<file path="config.mk">
export PLATFORM = sky130hd
export DESIGN_NAME = small_key_value_table
export DESIGN_NICKNAME = d
export VERILOG_FILES = /design/src/rtl/core/skvt_pkg.sv /design/src/rtl/core/skvt_cell.sv /design/src/rtl/core/small_key_value_table.sv
export SDC_FILE = /design/constraint.sdc
export NUM_CORES = 2
export LEC_CHECK = 0
export BUFFER_PORTS_ARGS = -buffer_cell sky130_fd_sc_hd__buf_4
export CAP_MARGIN = 25
export CORE_MARGIN = 1
export CORE_UTILIZATION = 60
export CTS_BUF_LIST = sky130_fd_sc_hd__clkbuf_4 sky130_fd_sc_hd__clkbuf_8
export CTS_CLUSTER_SIZE = 8
export DETAILED_ROUTE_END_ITERATION = 10
export GPL_TIMING_DRIVEN = 0
export PLACE_DENSITY = 0.88
export SLEW_MARGIN = 30
export SYNTH_ARGS = -nofsm -noshare
export SYNTH_HDL_FRONTEND = slang
export SYNTH_SLANG_ARGS = --single-unit
</file>
<file path="constraint.sdc">
create_clock -name i_clk -period 13.93 [get_ports i_clk]
set_input_delay 0.6965 -clock i_clk [delete_from_list [all_inputs] [get_ports i_clk]]
set_output_delay 0.6965 -clock i_clk [all_outputs]
set_load 0.01 [all_outputs]
</file>
<file path="src/rtl/core/skvt_pkg.sv">
package skvt_pkg;

    localparam int KEY_W   = 32;
    localparam int VALUE_W = 32;
    localparam int KIND_W  = 2;
    localparam int COUNT_W = 5;

    localparam logic [VALUE_W-1:0] MISSING_RESET = 32'hFFFF_FC19;   // -999

    typedef enum logic [KIND_W-1:0] {
        KIND_INSERT = 2'd0,
        KIND_DELETE = 2'd1,
        KIND_LOOKUP = 2'd2
    } t_kind;

    typedef enum logic [1:0] {
        ST_IDLE,
        ST_SEARCH,
        ST_UPDATE
    } t_state;

    // per-cell control from the sequencer
    typedef struct packed {
        logic search;   // capture compare result this cycle
        logic occ;      // cell lies below the entry count
        logic ins;      // load the new pair
        logic shift;    // take the neighbor's pair
    } t_cell_ctl;

endpackage

</file>
<file path="src/rtl/core/skvt_cell.sv">
module skvt_cell (
    input  logic                              i_clk,
    input  logic                              i_rst_n,
    input  skvt_pkg::t_cell_ctl               i_ctl,
    input  logic [skvt_pkg::KEY_W-1:0]        i_key,
    input  logic [skvt_pkg::VALUE_W-1:0]      i_value,
    input  logic [skvt_pkg::KEY_W-1:0]        i_next_key,
    input  logic [skvt_pkg::VALUE_W-1:0]      i_next_value,
    output logic [skvt_pkg::KEY_W-1:0]        o_key,
    output logic [skvt_pkg::VALUE_W-1:0]      o_value,
    output logic                              o_hit
);

    logic [skvt_pkg::KEY_W-1:0]   r_key, n_key;
    logic [skvt_pkg::VALUE_W-1:0] r_value, n_value;
    logic                         r_hit, n_hit;

    always_comb begin
        n_hit = i_ctl.search ? (i_ctl.occ && (r_key == i_key)) : r_hit;
        priority if (i_ctl.ins) begin
            n_key   = i_key;
            n_value = i_value;
        end else if (i_ctl.shift) begin
            n_key   = i_next_key;
            n_value = i_next_value;
        end else begin
            n_key   = r_key;
            n_value = r_value;
        end
    end

    always_ff @(posedge i_clk) begin
        r_key   <= n_key;
        r_value <= n_value;
        if (!i_rst_n) begin
            r_hit <= 1'b0;
        end else begin
            r_hit <= n_hit;
        end
    end

    assign o_key   = r_key;
    assign o_value = r_value;
    assign o_hit   = r_hit;

endmodule

</file>
<file path="src/rtl/core/small_key_value_table.sv">
// Small key/value table, kept in insertion order.
//
// Input channel: i_in_valid / o_in_stall carry one word of i_kind, i_key and
// i_value (insert, delete or lookup). Output channel: o_out_valid /
// i_out_stall carry one result word per input word: o_found, o_read_value,
// o_entry_count, o_is_full, o_is_empty. A word moves on an edge where valid
// is high and stall is low.
// The table is a row of CAPACITY cells. Each cell holds one pair and compares
// its key against the search key; on a delete, the cells from the deleted
// position up take the pair of their upper neighbor, so the row closes up at once.
// The result passes the search state (the cells register their compares) and
// the update state, and is then registered in the output register.
// A new word is taken in idle or in the update state of the current one, as
// that one commits; no word is taken during the search.
// If the receiver stalls, the finished result sits in the output register;
// a following word is still taken and searched, and its update waits until
// the output register frees up.
// Reset (synchronous, active low) empties the table and sets the missing
// value to -999. i_cfg_we writes i_cfg_data as the missing value; write it
// only while no word is in flight.
module small_key_value_table #(
    parameter int CAPACITY = 16
) (
    input  logic                          i_clk,
    input  logic                          i_rst_n,
    input  logic                          i_cfg_we,
    input  logic [skvt_pkg::VALUE_W-1:0]  i_cfg_data,
    input  logic                          i_in_valid,
    output logic                          o_in_stall,
    input  logic [skvt_pkg::KIND_W-1:0]   i_kind,
    input  logic [skvt_pkg::KEY_W-1:0]    i_key,
    input  logic [skvt_pkg::VALUE_W-1:0]  i_value,
    output logic                          o_out_valid,
    input  logic                          i_out_stall,
    output logic                          o_found,
    output logic [skvt_pkg::VALUE_W-1:0]  o_read_value,
    output logic [skvt_pkg::COUNT_W-1:0]  o_entry_count,
    output logic                          o_is_full,
    output logic                          o_is_empty
);

    localparam int CW = $clog2(CAPACITY + 1);
    localparam int IW = (CAPACITY > 1) ? $clog2(CAPACITY) : 1;
    localparam logic [CW-1:0] CAP_CNT = CW'(CAPACITY);

    // Control state
    skvt_pkg::t_state r_state, n_state;
    logic [CW-1:0]    r_count, n_count;
    logic [skvt_pkg::VALUE_W-1:0] r_missing;
    logic             r_out_valid;

    // Operation under work
    logic [skvt_pkg::KIND_W-1:0]  r_kind;
    logic [skvt_pkg::KEY_W-1:0]   r_key;
    logic [skvt_pkg::VALUE_W-1:0] r_value;

    // Output register payload
    logic                          r_found;
    logic [skvt_pkg::VALUE_W-1:0]  r_read_value;
    logic [CW-1:0]                 r_res_count;

    logic accept, out_free, commit;

    // Cell row
    skvt_pkg::t_cell_ctl          ctl   [CAPACITY];
    logic [skvt_pkg::KEY_W-1:0]   c_key [CAPACITY];
    logic [skvt_pkg::VALUE_W-1:0] c_val [CAPACITY];
    logic [CAPACITY-1:0]          hits;

    // Resolve results of the compare cycle
    logic                          present;
    logic [IW-1:0]                 pos;
    logic [skvt_pkg::VALUE_W-1:0]  hit_value;
    logic                          ins_ok, del_ok;
    logic [skvt_pkg::VALUE_W-1:0]  n_read_value;
    logic [CW+skvt_pkg::COUNT_W-1:0] res_wide;

    assign out_free = !r_out_valid || !i_out_stall;
    assign accept   = i_in_valid && !o_in_stall;

    // Sequencer: idle, compare, update
    always_comb begin
        n_state    = r_state;
        o_in_stall = 1'b1;
        commit     = 1'b0;
        unique case (r_state)
            skvt_pkg::ST_IDLE: begin
                o_in_stall = 1'b0;
                if (i_in_valid) begin
                    n_state = skvt_pkg::ST_SEARCH;
                end
            end
            skvt_pkg::ST_SEARCH: begin
                n_state = skvt_pkg::ST_UPDATE;
            end
            skvt_pkg::ST_UPDATE: begin
                // hold here until the output register can take the result
                if (out_free) begin
                    commit     = 1'b1;
                    o_in_stall = 1'b0;
                    n_state    = i_in_valid ? skvt_pkg::ST_SEARCH : skvt_pkg::ST_IDLE;
                end
            end
            default: begin
                n_state = skvt_pkg::ST_IDLE;
            end
        endcase
    end

    // Reduce the hit row: keys are unique, so at most one cell hits
    always_comb begin
        present   = |hits;
        pos       = '0;
        hit_value = '0;
        for (int i = 0; i < CAPACITY; i++) begin
            if (hits[i]) begin
                pos = pos | IW'(i);
            end
            hit_value = hit_value | (c_val[i] & {skvt_pkg::VALUE_W{hits[i]}});
        end
    end

    assign ins_ok = (r_kind == skvt_pkg::KIND_INSERT) && !present && (r_count < CAP_CNT);
    assign del_ok = (r_kind == skvt_pkg::KIND_DELETE) && present;

    always_comb begin
        n_count = r_count;
        if (commit && ins_ok) begin
            n_count = r_count + CW'(1);
        end else if (commit && del_ok) begin
            n_count = r_count - CW'(1);
        end
    end

    always_comb begin
        if (r_kind == skvt_pkg::KIND_LOOKUP) begin
            n_read_value = present ? hit_value : r_missing;
        end else begin
            n_read_value = '0;
        end
    end

    // Per-cell control: compare in the search cycle, append or close up on commit
    generate
        for (genvar g = 0; g < CAPACITY; g++) begin : g_cell
            localparam logic [IW-1:0] IDX    = IW'(g);
            localparam logic [CW-1:0] IDX_C  = CW'(g);
            localparam logic [CW:0]   NEXT_C = (CW + 1)'(g + 1);

            always_comb begin
                ctl[g].search = (r_state == skvt_pkg::ST_SEARCH);
                ctl[g].occ    = (IDX_C < r_count);
                ctl[g].ins    = commit && ins_ok && (IDX_C == r_count);
                ctl[g].shift  = commit && del_ok && (IDX >= pos)
                                && (NEXT_C < {1'b0, r_count});
            end

            if (g == CAPACITY - 1) begin : g_last
                skvt_cell u_cell (
                    .i_clk        (i_clk),
                    .i_rst_n      (i_rst_n),
                    .i_ctl        (ctl[g]),
                    .i_key        (r_key),
                    .i_value      (r_value),
                    .i_next_key   (c_key[g]),
                    .i_next_value (c_val[g]),
                    .o_key        (c_key[g]),
                    .o_value      (c_val[g]),
                    .o_hit        (hits[g])
                );
            end else begin : g_mid
                skvt_cell u_cell (
                    .i_clk        (i_clk),
                    .i_rst_n      (i_rst_n),
                    .i_ctl        (ctl[g]),
                    .i_key        (r_key),
                    .i_value      (r_value),
                    .i_next_key   (c_key[g+1]),
                    .i_next_value (c_val[g+1]),
                    .o_key        (c_key[g]),
                    .o_value      (c_val[g]),
                    .o_hit        (hits[g])
                );
            end
        end
    endgenerate

    // Control registers
    always_ff @(posedge i_clk) begin
        if (!i_rst_n) begin
            r_state     <= skvt_pkg::ST_IDLE;
            r_count     <= '0;
            r_missing   <= skvt_pkg::MISSING_RESET;
            r_out_valid <= 1'b0;
        end else begin
            r_state <= n_state;
            r_count <= n_count;
            if (i_cfg_we) begin
                r_missing <= i_cfg_data;
            end
            if (commit) begin
                r_out_valid <= 1'b1;
            end else if (!i_out_stall) begin
                r_out_valid <= 1'b0;
            end
        end
    end

    // Payload registers: latch the operation, then the result
    always_ff @(posedge i_clk) begin
        if (accept) begin
            r_kind  <= i_kind;
            r_key   <= i_key;
            r_value <= i_value;
        end
        if (commit) begin
            r_found      <= present;
            r_read_value <= n_read_value;
            r_res_count  <= n_count;
        end
    end

    // Entry count field keeps its low bits only
    assign res_wide = {{skvt_pkg::COUNT_W{1'b0}}, r_res_count};

    assign o_out_valid   = r_out_valid;
    assign o_found       = r_found;
    assign o_read_value  = r_read_value;
    assign o_entry_count = res_wide[skvt_pkg::COUNT_W-1:0];
    assign o_is_full     = (r_res_count == CAP_CNT);
    assign o_is_empty    = (r_res_count == '0);

    // Checks
    a_count_bound: assert property (@(posedge i_clk) disable iff (!i_rst_n)
        r_count <= CAP_CNT)
        else $error("entry count beyond capacity");

    a_one_hit: assert property (@(posedge i_clk) disable iff (!i_rst_n)
        (r_state == skvt_pkg::ST_UPDATE) |-> $onehot0(hits))
        else $error("key held in more than one cell");

    a_commit_out: assert property (@(posedge i_clk) disable iff (!i_rst_n)
        commit |=> r_out_valid)
        else $error("result lost after update");

    a_count_change: assert property (@(posedge i_clk) disable iff (!i_rst_n)
        ($past(i_rst_n) && !$stable(r_count)) |-> ($past(r_state) == skvt_pkg::ST_UPDATE))
        else $error("entry count changed outside the update cycle");

endmodule
</file>
Yosys cells after proc, flatten, opt, wreduce, memory -nomap -nowiden
Index checks and enable logic that the tools add are counted.
{"block": "word_totals", "ff_bits": 1184, "n_memories": 0, "latchBits": 0, "ram_bits": 0, "inputBits": 103, "output_inout_bits": 42, "rom_bits": 0}
{"block": "classes", "muxes": 88, "n_lt_le_gt_ge": 47, "n_reduce_logical": 94, "n_shift": 0, "bitwise": 31, "multipliers": 0, "eq_ne": 39, "div_mod_pow": 0, "n_addsub": 2}
{"op": "$mux W32", "n": 61}
{"op": "$and A32 B32 Y32", "n": 16}
{"op": "$eq A32 B32 Y1", "n": 16}
{"op": "$or A32 B32 Y32", "n": 15}
{"op": "$lt A4 B5 Y1 const A", "n": 16}
{"op": "$logic_and A1 B1 Y1", "n": 68}
{"op": "$eq A4 B5 Y1 const A", "n": 8}
{"op": "$lt A3 B5 Y1 const A", "n": 8}
{"op": "$mux W4", "n": 8}
{"op": "$reduce_bool A2 Y1", "n": 15}
{"op": "$ge A4 B4 Y1 const A", "n": 7}
{"op": "$eq A3 B5 Y1 const A", "n": 4}
{"op": "$lt A2 B5 Y1 const A", "n": 4}
{"op": "$ge A3 B4 Y1 const A", "n": 4}
{"op": "$reduce_or A16 Y1", "n": 1}
{"op": "$lt A1 B5 Y1 const A", "n": 3}
{"op": "$mux W3", "n": 4}
{"op": "$eq A2 B5 Y1 const A", "n": 2}
{"op": "$logic_not A5 Y1", "n": 2}
{"op": "$mux W5", "n": 2}
{"op": "$ge A1 B4 Y1 const A", "n": 2}
{"op": "$ge A2 B4 Y1 const A", "n": 2}
{"op": "$mux W2", "n": 4}
{"op": "$mux W1", "n": 7}
{"op": "other kinds (15)", "n": 22}

Logic depth before layout (Yosys ltp)
{"block": "depth", "depth_word": 20, "mapped_depth": 10, "ltp_nobuf": 6}

By module
A second synthesis with hierarchy kept.
{"block": "unflattened", "hier_cells": 3725, "hier_area_um2": 57666.6}
{"module": "skvt_cell", "n_inst": 16, "seq_area_each_um2": 1941.9, "area_each_um2": 3080.5, "cells_each": 183}
{"module": "small_key_value_table", "n_inst": 1, "seq_area_each_um2": 3923.8, "area_each_um2": 8379.3, "cells_each": 797}

Least setup slack after synthesis
Ideal clock, no wire load.
{"block": "synth_path", "path_type": "input -> register", "start": "input i_out_stall", "end": "register g_cell[1].g_mid.u_cell.r_key, in the netlist g_cell[1].g_mid.u_cell.o_key[0] (enable)", "path_stages": 6, "path_slack_ps": 6566, "t_arrival_ps": 6783, "path_cell_list": "and2_0 clkbuf_1 nor4b_1 and3_1 nand2_1 o31ai_1"}
{"block": "synth_via", "elab_chain_cells": 8, "word_cells_on_any_way": 10}
{"item": "from (decl)", "line_no": "small_key_value_table.sv:34", "rtl": "input logic i_out_stall,"}
{"item": "$logic_not A1 Y1 (*)"}
{"item": "$logic_or A1 B1 Y1 (*)", "line_no": "small_key_value_table.sv:78", "rtl": "assign out_free = !r_out_valid || !i_out_stall;"}
{"item": "$mux W1 (*)", "line_no": "small_key_value_table.sv:98", "rtl": "if (out_free) begin"}
{"item": "$mux W1 (*)", "line_no": "small_key_value_table.sv:86", "rtl": "unique case (r_state)"}
{"item": "$logic_and A1 B1 Y1"}
{"item": "$logic_and A1 B1 Y1", "line_no": "small_key_value_table.sv:154", "rtl": "ctl[g].shift = commit && del_ok && (IDX >= pos)"}
{"item": "$logic_and A1 B1 Y1", "line_no": "small_key_value_table.sv:155", "rtl": "&& (NEXT_C < {1'b0, r_count});"}
{"item": "$reduce_bool A2 Y1 (no source line) (*)"}
{"item": "to (signal assigned)", "line_no": "skvt_cell.sv:33", "rtl": "r_key <= n_key;"}
{"item": "to (decl)", "line_no": "skvt_cell.sv:14", "rtl": "logic [skvt_pkg::KEY_W-1:0] r_key, n_key;"}
Mark *: on every way between the ends. The rest lies on a longest branch, timed or not.
A chain may end at the register's enable or synchronous reset.

Worst setup path in the final report
{"block": "layout_path", "start": "register g_cell[6].g_mid.u_cell.r_hit", "end": "register g_cell[11].g_mid.u_cell.r_value, in the netlist g_cell[11].g_mid.u_cell.o_value[10] (enable)"}
{"block": "layout_via", "elab_chain_cells": 14, "word_cells_on_any_way": 22}
{"item": "from (decl)", "line_no": "skvt_cell.sv:16", "rtl": "logic r_hit, n_hit;"}
{"item": "from (signal assigned)", "line_no": "skvt_cell.sv:38", "rtl": "r_hit <= n_hit;"}
{"item": "$mux W3 (2 in series)", "line_no": "small_key_value_table.sv:116", "rtl": "if (hits[i]) begin"}
{"item": "$mux W4 (8 in series)", "line_no": "small_key_value_table.sv:116"}
{"item": "$ge A4 B4 Y1", "line_no": "small_key_value_table.sv:154"}
{"item": "$logic_and A1 B1 Y1", "line_no": "small_key_value_table.sv:154"}
{"item": "$logic_and A1 B1 Y1", "line_no": "small_key_value_table.sv:155"}
{"item": "$reduce_bool A2 Y1 (no source line) (*)"}
{"item": "to (signal assigned)", "line_no": "skvt_cell.sv:34", "rtl": "r_value <= n_value;"}
{"item": "to (decl)", "line_no": "skvt_cell.sv:15", "rtl": "logic [skvt_pkg::VALUE_W-1:0] r_value, n_value;"}
Marks and branches as above.

==> results.md <==
- Critical Path Sink Type: flop
- Die Ht: between 300 and 400 µm
- WP data required: between 10000 and 15000 ps
- Register area share after synthesis: 61.0%
- Share of cells above drive strength 1: between 30% and 40%
- CTS tree: done
- Syn avg cell area: about 15 µm²
- Final hold vios: 5
- Setup TNS: 0 ps
- Worst path max stage delay: approximately 550 ps
- RePlAce Congestion: ~1.1
- Core Rows: 113
- Fmax: 215 MHz
- CP startpoint kind: flop
- Routed Antenna Nets: 0
- Routed WL: 221000 µm
- WHS Path Cells: 3
- Clock buffer count from CTS: 193
- Reg-to-reg endpoint: g_cell[11].g_mid.u_cell.o_value[10]
- Synth warnings: 0
- Wire per inst: approximately 38 µm
- Failing checks: negative hold slack
- Reg2reg setup slack: 9280 ps
- PortBufs: 142
- Max-slew headroom: about 23%
- Synthesized Nets: a little under 4k
- Hold EP: r_missing[16]
- Global-route wire length before repair: 302000 µm
- Root buf cell: clkbuf_8
- Fin. max-slew vios: 0
- Worst reg2reg startpoint: g_cell[6].g_mid.u_cell.o_hit
- Top FF cell, synth: edfxtp_1
- Crit-path cells: clkbuf_1 -> nor4_1 -> and4_1 -> buf_4 -> nand2_2 -> nor2_1 -> buf_2 -> buf_2 -> or2_4 -> buf_12 -> buf_12
- CTS sink count: about 1.2k
- Finished Cell Area: 0.0666 mm²
- H-tree depth: 4
- Arrival time worst endpoint: between 5000 and 6000 ps
- Outcome: complete, but fails checks
- Finish-stage setup viols: 0
- Reg2Reg Depth: 11
- Actual slew at the worst max-slew pin: ~1200 ps
- Area growth syn-to-layout: 16.1%
- # IOs: about 150
- Residual DRC: 0
- Pwr Density: about 110 mW/mm²
- Initial antenna violation count: 14
- Comb pwr share: around 4.7%
- Worst min path class: input port to flop
- Initial Util: 60.5%
- Synth Register Bits: about 1.2k
- Detailed-route vias per instance: roughly 7.3
- Final min period: around 4600 ps
- Final setup skew: 49.2 ps
- DRT iter0 DRCs: a little over 8k
- Cell Int Power: approximately 5.6 mW
- Hold_sp: i_cfg_data[16]
- Critical path class: flop to flop
- IR drop worst, VDD: between 70 and 80 µV
- Post-Syn Instances: about 3.8k
- CP Max Fanout: 27
- Worst path slowest cell: or2_4
- DPL Wire Length: 152000 µm
- Sw frac: 24.1%
- Placed inst area: 0.0619 mm²
- Die area: approximately 0.097 mm²
- Largest net degree at the start of global routing: 40
- RSZ-0062 raised after global routing: no
- Hold slack: -20.1 ps
- Fin util: 70.2%
- Synth Cell Area: between 0.05 and 0.06 mm²
- Max Cap Viol: 0
- Number of global-route vias before repair: 39.9k
- Commonest non-fill, non-tap cell in the layout: edfxtp_1
- Clock slew at reported path FFs: around 60 ps
- Netlist cell types: 57
- Core footprint: between 0.09 and 0.1 mm²
- Die X: just over 300 µm
- Final nets: ~4.4k
- Sequential Power Share: between 50% and 60%
- NetSw: between 1.5 and 2 mW
- GRT Resource Usage Total: about 45%
- Vias: approximately 42k
- Drt pass-1 iters: 7
- P_leak: between 20 and 25 nW
- Clk_lat worst skew: a little under 1000 ps
- EDFF count, synth: between 1k and 1.5k
- Grt total ovfl: 0
- Most frequent cells in the layout: edfxtp_1, mux2_2, xor2_1
- Clock share of power: around 43%
- Synth async-reset ratio: 0%
- CTS resizes: 0
- CTS max path bufs: 3
- Period utilisation layout: 33.4%
## layout make-up
cell class | count | area [µm²]
Fill cell | 6020 | 28300
Sequential cell | 1184 | 35000
Buffer | 358 | 1690
Tap cell | 1265 | 1580
Inverter | 7 | 26.3
Multi-Input combinational cell | 2266 | 21000
Clock buffer | 305 | 3600
Timing Repair Buffer | 306 | 3450
Antenna cell | 9 | 22.5
Clock inverter | 49 | 254
## timing repair
item	CTS	global route
hold buffers	81	0
endpoints found under the hold margin	81	0
buffers inserted	0	0
## kinds of logic (layout without fill, tap and decap cells)
kind of cell,Yosys count,after routing,synth area share (%)
flip-flops,1184,1184,61.0
multiplexers,991,991,19.4
XOR/XNOR,513,513,7.83
AND/OR/NAND/NOR,407,407,3.99
buffers and inverters,365,1025,2.88
AO/OA/AOI/OAI,350,350,4.85
adder cells (fa/ha/maj),5,5,0.109
other,0,9,0
## sequential cells by signal, indices dropped and copies added (netlist names)
register,flops
r_state,2
g_cell.g_last.u_cell.o_key,32
g_cell.g_mid.u_cell.o_value,480
g_cell.g_last.u_cell.o_hit,1
o_found,1
r_key,32
r_count,5
g_cell.g_mid.u_cell.o_hit,15
r_value,32
r_missing,32
o_read_value,32
g_cell.g_last.u_cell.o_value,32
r_kind,2
g_cell.g_mid.u_cell.o_key,480
o_out_valid,1
o_entry_count,5
## critical path: cells and delay by family (launching register included)
| family | cells | cell delay, ps |
|---|---|---|
| buffers and inverters | 6 | 2180 |
| and+or+nand+nor | 5 | 1810 |
| DFF | 1 | 300 |
## metal layers
metal  part of all wire (%)  global-route usage (%)
met3                     20                    27.0
met2                     39                    59.6
met5                   0.21                    1.19
met1                     34                    57.0
met4                    7.3                    23.6
## stage by stage
| stage | cells | setup slack [ps] | total power, mW |
|---|---|---|---|
| floorplan | 3815 | 6570 | 4.12 |
| global placement | 5222 | 159 | 4.27 |
| detailed placement | 5303 | 9440 | 4.28 |
| CTS | 5738 | 9610 | 7.30 |
| global route | 5741 | 9340 | 7.49 |
| finish | 5749 | 9280 | 7.40 |
## how the worst max path moves through the flow
stage	from	end	cells past startpoint
after global routing	g_cell[6].g_mid.u_cell.o_hit	g_cell[11].g_mid.u_cell.o_value[31]	11
after floorplan	i_out_stall	g_cell[1].g_mid.u_cell.o_key[0]	6
after CTS	g_cell[6].g_mid.u_cell.o_hit	g_cell[11].g_mid.u_cell.o_value[1]	11
final	g_cell[6].g_mid.u_cell.o_hit	g_cell[11].g_mid.u_cell.o_value[10]	11
after global placement	i_out_stall	g_cell[3].g_mid.u_cell.o_key[20]	6
after detailed placement	i_out_stall	g_cell[11].g_mid.u_cell.o_value[3]	11
## cell usage after synthesis, types with 3 or more instances
cell type,count,area (µm²)
a21oi_1,39,195
a221oi_1,129,1130
a22o_1,130,1140
and2_1,11,68.8
and3_1,7,43.8
buf_1,43,161
buf_2,63,315
buf_4,3,22.5
buf_6,26,293
clkbuf_1,223,837
dfxtp_1,56,1120
edfxtp_1,1128,33900
ha_1,5,62.6
inv_1,7,26.3
mux2_1,126,1420
mux2_2,828,9320
mux2i_1,37,370
nand2_1,63,236
nand2b_1,5,31.3
nand3_1,18,90.1
nand4_1,116,726
nor2_1,48,180
nor2b_1,10,62.6
nor3_1,16,80.1
nor4_1,90,563
o21ai_0,32,160
o22ai_1,3,18.8
o31ai_1,3,22.5
or2_2,3,18.8
xnor2_1,214,1870
xor2_1,299,2620
## power by group through the flow
stage | clock network (mW) | registers (mW) | logic [mW]
3_5_place_dp | 0 | 3.97 | 0.305
2_1_floorplan | 0 | 3.96 | 0.158
4_1_cts | 3.08 | 3.90 | 0.327
6_report | 3.15 | 3.90 | 0.349
3_3_place_gp | 0 | 3.97 | 0.297
5_1_grt | 3.24 | 3.90 | 0.355
Note: power is estimated with default switching activity, not from simulation.
